<file path="src/rtl/tli_pkg.sv">
`timescale 1ns / 1ps

package tli_pkg;

   localparam int DEF_TABLE_DEPTH = 64;
   localparam int Q_W             = 32;
   localparam int CNT_W           = 7;
   localparam int IDX_W           = 6;
   localparam int SEG_W           = 6;
   localparam int STAT_W          = 2;
   localparam int MAG_W           = 32;
   localparam int NUM_W           = 48;
   localparam int PROD_W          = MAG_W + NUM_W;
   localparam int STEP_W          = 6;
   localparam int ARITH_STEPS     = NUM_W;
   localparam int CSR_AW          = 3;

   localparam logic OP_LOAD  = 1'b0;
   localparam logic OP_QUERY = 1'b1;

   localparam logic [STAT_W-1:0] STATUS_OK      = 2'd0;
   localparam logic [STAT_W-1:0] STATUS_FEW_PTS = 2'd1;
   localparam logic [STAT_W-1:0] STATUS_ZERO_DX = 2'd2;

   localparam logic [CSR_AW-1:0] CSR_POINT_COUNT = 3'd0;

   localparam logic signed [Q_W-1:0] Q_MAX = 32'sh7FFF_FFFF;
   localparam logic signed [Q_W-1:0] Q_MIN = 32'sh8000_0000;

   typedef struct packed {
      logic                    opcode;
      logic [IDX_W-1:0]        point_index;
      logic signed [Q_W-1:0]   point_x;
      logic signed [Q_W-1:0]   point_y;
      logic signed [Q_W-1:0]   query_x;
      logic                    last_query;
   } req_type;

   typedef struct packed {
      logic signed [Q_W-1:0]   interp_y;
      logic [SEG_W-1:0]        segment;
      logic [STAT_W-1:0]       status;
      logic                    last_flag;
   } rsp_type;

   typedef struct packed {
      logic                    start;
      logic [NUM_W-1:0]        num;
      logic [MAG_W-1:0]        den;
      logic [MAG_W-1:0]        mcand;
   } arith_cmd_type;

   typedef struct packed {
      logic                    done;
      logic [PROD_W-1:0]       product;
   } arith_res_type;

   typedef enum logic [1:0] {
      AP_IDLE,
      AP_DIV,
      AP_MUL,
      AP_DONE
   } arith_phase_type;

   typedef enum logic [3:0] {
      ST_IDLE,
      ST_FIRST,
      ST_LAST,
      ST_ENDS,
      ST_SRCH,
      ST_SCMP,
      ST_PT_LO,
      ST_PT_HI,
      ST_PREP,
      ST_WAIT,
      ST_OUT
   } tli_state_type;

endpackage

</file>
<file path="src/rtl/tli_arith.sv">
`timescale 1ns / 1ps

// Bit-serial restoring divide followed by bit-serial shift-add multiply:
// product = (num / den) * mcand, one quotient bit and one multiplier bit a cycle.
module tli_arith
   import tli_pkg::*;
(
   input  logic          clock,
   input  logic          reset,
   input  arith_cmd_type cmd,
   output arith_res_type res
);

   arith_phase_type    phase_ff, phase_in;
   logic [STEP_W-1:0]  step_ff, step_in;
   logic [NUM_W-1:0]   num_ff, num_in;
   logic [MAG_W-1:0]   rem_ff, rem_in;
   logic [MAG_W-1:0]   den_ff;
   logic [MAG_W-1:0]   mcand_ff;
   logic [PROD_W-1:0]  prod_ff, prod_in;
   logic [MAG_W:0]     shifted;
   logic [MAG_W:0]     trial;
   logic               ge;
   logic [MAG_W:0]     acc;
   logic               last_step;

   assign last_step = (step_ff == '0);

   // divide step
   always_comb begin
      shifted = {rem_ff, num_ff[NUM_W-1]};
      trial   = shifted - {1'b0, den_ff};
      ge      = (shifted >= {1'b0, den_ff});
   end

   // multiply step
   always_comb begin
      acc = {1'b0, prod_ff[PROD_W-1:NUM_W]} + (prod_ff[0] ? {1'b0, mcand_ff} : '0);
   end

   always_comb begin
      phase_in = phase_ff;
      case (phase_ff)
         AP_IDLE: if (cmd.start) phase_in = AP_DIV;
         AP_DIV:  if (last_step) phase_in = AP_MUL;
         AP_MUL:  if (last_step) phase_in = AP_DONE;
         AP_DONE: phase_in = AP_IDLE;
         default: phase_in = AP_IDLE;
      endcase
   end

   always_comb begin
      step_in = step_ff;
      num_in  = num_ff;
      rem_in  = rem_ff;
      prod_in = prod_ff;
      case (phase_ff)
         AP_IDLE: begin
            if (cmd.start) begin
               num_in  = cmd.num;
               rem_in  = '0;
               step_in = STEP_W'(ARITH_STEPS - 1);
            end
         end
         AP_DIV: begin
            num_in  = {num_ff[NUM_W-2:0], ge};
            rem_in  = ge ? trial[MAG_W-1:0] : shifted[MAG_W-1:0];
            step_in = step_ff - 1'b1;
            if (last_step) begin
               prod_in = {{MAG_W{1'b0}}, num_ff[NUM_W-2:0], ge};
               step_in = STEP_W'(ARITH_STEPS - 1);
            end
         end
         AP_MUL: begin
            prod_in = {acc, prod_ff[NUM_W-1:1]};
            step_in = step_ff - 1'b1;
         end
         default: ;
      endcase
   end

   always_comb begin
      res.done    = (phase_ff == AP_DONE);
      res.product = prod_ff;
   end

   always_ff @(posedge clock) begin
      if (reset) begin
         phase_ff <= AP_IDLE;
      end else begin
         phase_ff <= phase_in;
      end
   end

   always_ff @(posedge clock) begin
      step_ff <= step_in;
      num_ff  <= num_in;
      rem_ff  <= rem_in;
      prod_ff <= prod_in;
      if (phase_ff == AP_IDLE && cmd.start) begin
         den_ff   <= cmd.den;
         mcand_ff <= cmd.mcand;
      end
   end

endmodule

</file>
<file path="config.mk">
export PLATFORM = sky130hd
export DESIGN_NAME = tli_arith
export DESIGN_NICKNAME = d
export VERILOG_FILES = /design/src/rtl/tli_pkg.sv /design/src/rtl/tli_arith.sv
export SDC_FILE = /design/constraint.sdc
export NUM_CORES = 1
export LEC_CHECK = 0
export ABC_AREA = 0
export BUFFER_PORTS_ARGS = -buffer_cell sky130_fd_sc_hd__buf_2
export CAP_MARGIN = 30
export CORE_MARGIN = 2
export CORE_UTILIZATION = 27
export DETAILED_ROUTE_END_ITERATION = 6
export SYNTH_ARGS = -nofsm -noshare
export SYNTH_HDL_FRONTEND = slang
export SYNTH_SLANG_ARGS = --single-unit
</file>
<file path="constraint.sdc">
create_clock -name clock -period 6.71 [get_ports clock]
set_clock_uncertainty 0.05 [all_clocks]
set_input_delay 1.0065 -clock clock [delete_from_list [all_inputs] [get_ports clock]]
set_output_delay 1.0065 -clock clock [all_outputs]
set_load 0.005 [all_outputs]
</file>
==> flow_metrics.tcl <==
set metrics [dict create \
    status "finished, final reports clean" \
    ios 196 \
    p_per_area_nw_per_um2 478 \
    ant_nets 0 \
    setup_viol 0 \
    tns_ps 0 \
    reg2regPathDepth 11 \
    num_rows 79 \
    start_util_pct 27.2 \
    clock_latency_ps 570 \
    end_kind "flop" \
    ys.flop_type "edfxtp_1" \
    synth-seq-cells 232 \
    arrival_ps 4360 \
    critical_path_depth 11 \
    layout_min_cycle_time_ps 4090 \
    cts-buffers-inserted 28 \
    grt.total_usage_pct 12.7 \
    die_w_microns 220 \
    dp.cells 1827 \
    drc_errors 0 \
    yosys-top-cells-area "edfxtp_1 55%, mux2_2 8.5%, ha_1 7.0%" \
    drive_gt1_share_pct 28.6 \
    die_h_microns 220 \
    syn_area_sq_um 12600 \
    ys_warn_count 0 \
    seqCellArea_sq_um 6950 \
    crit_fanout 33 \
    fillers 4637 \
    fin_crit_sh_pct 61.0 \
    yosysSeqAreaShare_pct 55.0 \
    hpwl_mm 21.7 \
    yosys.area.top_type_share_pct 54.7 \
    worst-setup-path-type "flop to flop" \
    cpPeakStageDelay_ps 960 \
    final_common_cell "edfxtp_1" \
    grt_max_degree 65 \
    antenna_found_initial 2 \
    area_growth_pct 21.3 \
    detailedRoute.firstPassIterationCount 4 \
    viasPerCell 4.72 \
    layoutNonFillerInstCount 1879 \
    cts_hold_buffers 0 \
    final_net_count 1438 \
    post_cts_buffers 0 \
    worst_pin_slew_ps 951 \
    coreArea_sq_um 46400 \
    rsz0062_at_grt "false" \
    cp.required_ps 6980 \
    antenna_cells 0 \
    finalMaxSlewViolations 0 \
    hold_viol_final 0 \
    crit_family "compound AO/OA/AOI/OAI gates" \
    leakage_nw 6.01 \
    grt_overflow 0 \
    cp.buffers_inverters 0 \
    multiInputGateArea_sq_um 5310 \
    cts_tree "built" \
    synth_fp_nets 1239 \
    grt_pass1_wl_mm 49.2 \
    yosys.area.top_type "edfxtp_1" \
    gp_congestion 0.812 \
    maxCapViolCount 0 \
    ir_drop_v 0.000289 \
    postSynthAreaPerCell_sq_um 12.0 \
    synth_edf_count 230 \
    die_area_sq_um 48500 \
    synth_cell_types 62 \
    wirelength_mm 31.4 \
    htree_levels 1 \
    cp_cell_sequence "and2_1 -> ha_1 -> a21oi_1 -> nor3_1 -> or3_1 -> a221oi_1 -> o21ai_1 -> o21ai_0 -> o21ai_1 -> xor2_1 -> and2_1" \
    fmax_mhz 244 \
    clk_pin_slew_worst_paths_ps 60 \
    slowest_stage "edfxtp_1" \
    max_slew_margin_pct 36.6 \
    clock-root-buffer "clkbuf_16" \
    portBuffers 195 \
    crit_path_start_kind "flop" \
    dr_total_vias 8866 \
    initialDrtViolationCount 547 \
    grt_pass1_vias 8936 \
    synthArstFlopShare_pct 0 \
    clockBufferDepth 3 \
    cts_resized 0 \
    layout_common_cells "230 x edfxtp_1, 195 x buf_2, 95 x mux2_2" \
    numClockSinks 232 \
    wl_per_cell_microns 16.7 \
    synth_cells 1051 \
    hold_depth 2 \
    hold_class "flop to flop" \
]
## metal layers
layer / wire, microns / global-route usage (%) / vias to the layer above
met3: 1820 / 2.96 / 52
li1: - / - / 4304
met5: 27 / 0 / -
met1: 14500 / 16.9 / 4306
met4: 677 / 3.13 / 4
met2: 14400 / 20.8 / 200
## state kept, by name (all words and copies together), names as in the netlist
register	flops
step_ff	6
prod_ff	80
rem_ff	32
mcand_ff	32
den_ff	32
phase_ff	2
num_ff	48
## area by class of cell
cell class | instances | area share (%)
clock inverters | 21 | 1.82
inverters | 60 | 1.47
flip-flops and latches | 232 | 45.4
well taps | 607 | 4.96
repair buffers | 205 | 7.07
clock buffers | 31 | 4.65
multi-input cells | 723 | 34.7
## stage by stage
step                      setup slack (ps)  hold slack, ps  utilization (%)  total power [mW]  instance area [sq um]
after floorplan                       1500             470                -              4.88                  12600
after global placement                2720             500             30.8              5.63                  14300
after detailed placement              2540             511             30.9              5.70                  14300
after CTS                             2530             512             33.0              7.40                  15300
after global routing                  2150             535             33.0              7.85                  15300
final                                 2620             523             33.0              7.32                  15300
## where the power goes
group / total (mW) / switching, mW / internal (mW)
logic: 3.16 / 1.87 / 1.28
registers: 2.52 / 0.237 / 2.28
clock network: 1.65 / 0.649 / 0.997
## worst reg2reg max path: cells and delay by family (launching register included)
family                   cells  cell delay [ps]
XOR/XNOR                     1              150
AND/OR/NAND/NOR              4              880
flip-flops                   1              960
AO/OA/AOI/OAI                5             1530
adder cells (fa/ha/maj)      1              280
## final timing paths
check / start / endpoint / slack (ps)
max: prod_ff[0] / prod_ff[72] / 2620
min: phase_ff[0] / phase_ff[0] / 520
max reg2reg: prod_ff[0] / prod_ff[72] / 2620
min reg2reg: phase_ff[0] / phase_ff[0] / 520
## logic make-up after synthesis
kind of cell | count (synthesis) | synth area share (%)
xor+xnor | 51 | 3.54
buf+inv | 96 | 3.16
simple gates | 264 | 10.1
mux | 98 | 8.71
compound gates | 237 | 12.1
fa+ha+maj | 73 | 7.36
flops | 232 | 55.0
## synthesized netlist by cell type (11+ instances only)
master,instances
o21ai_0,39
xor2_1,23
nand2_1,80
nor3_1,14
a21o_1,25
nand3_1,23
and2_1,43
a21oi_1,85
edfxtp_1,230
nor2_1,58
a211oi_1,15
a31oi_1,11
mux2_2,95
inv_1,59
xnor2_1,28
clkbuf_1,25
ha_1,71
(Power assumes the default switching activity.)
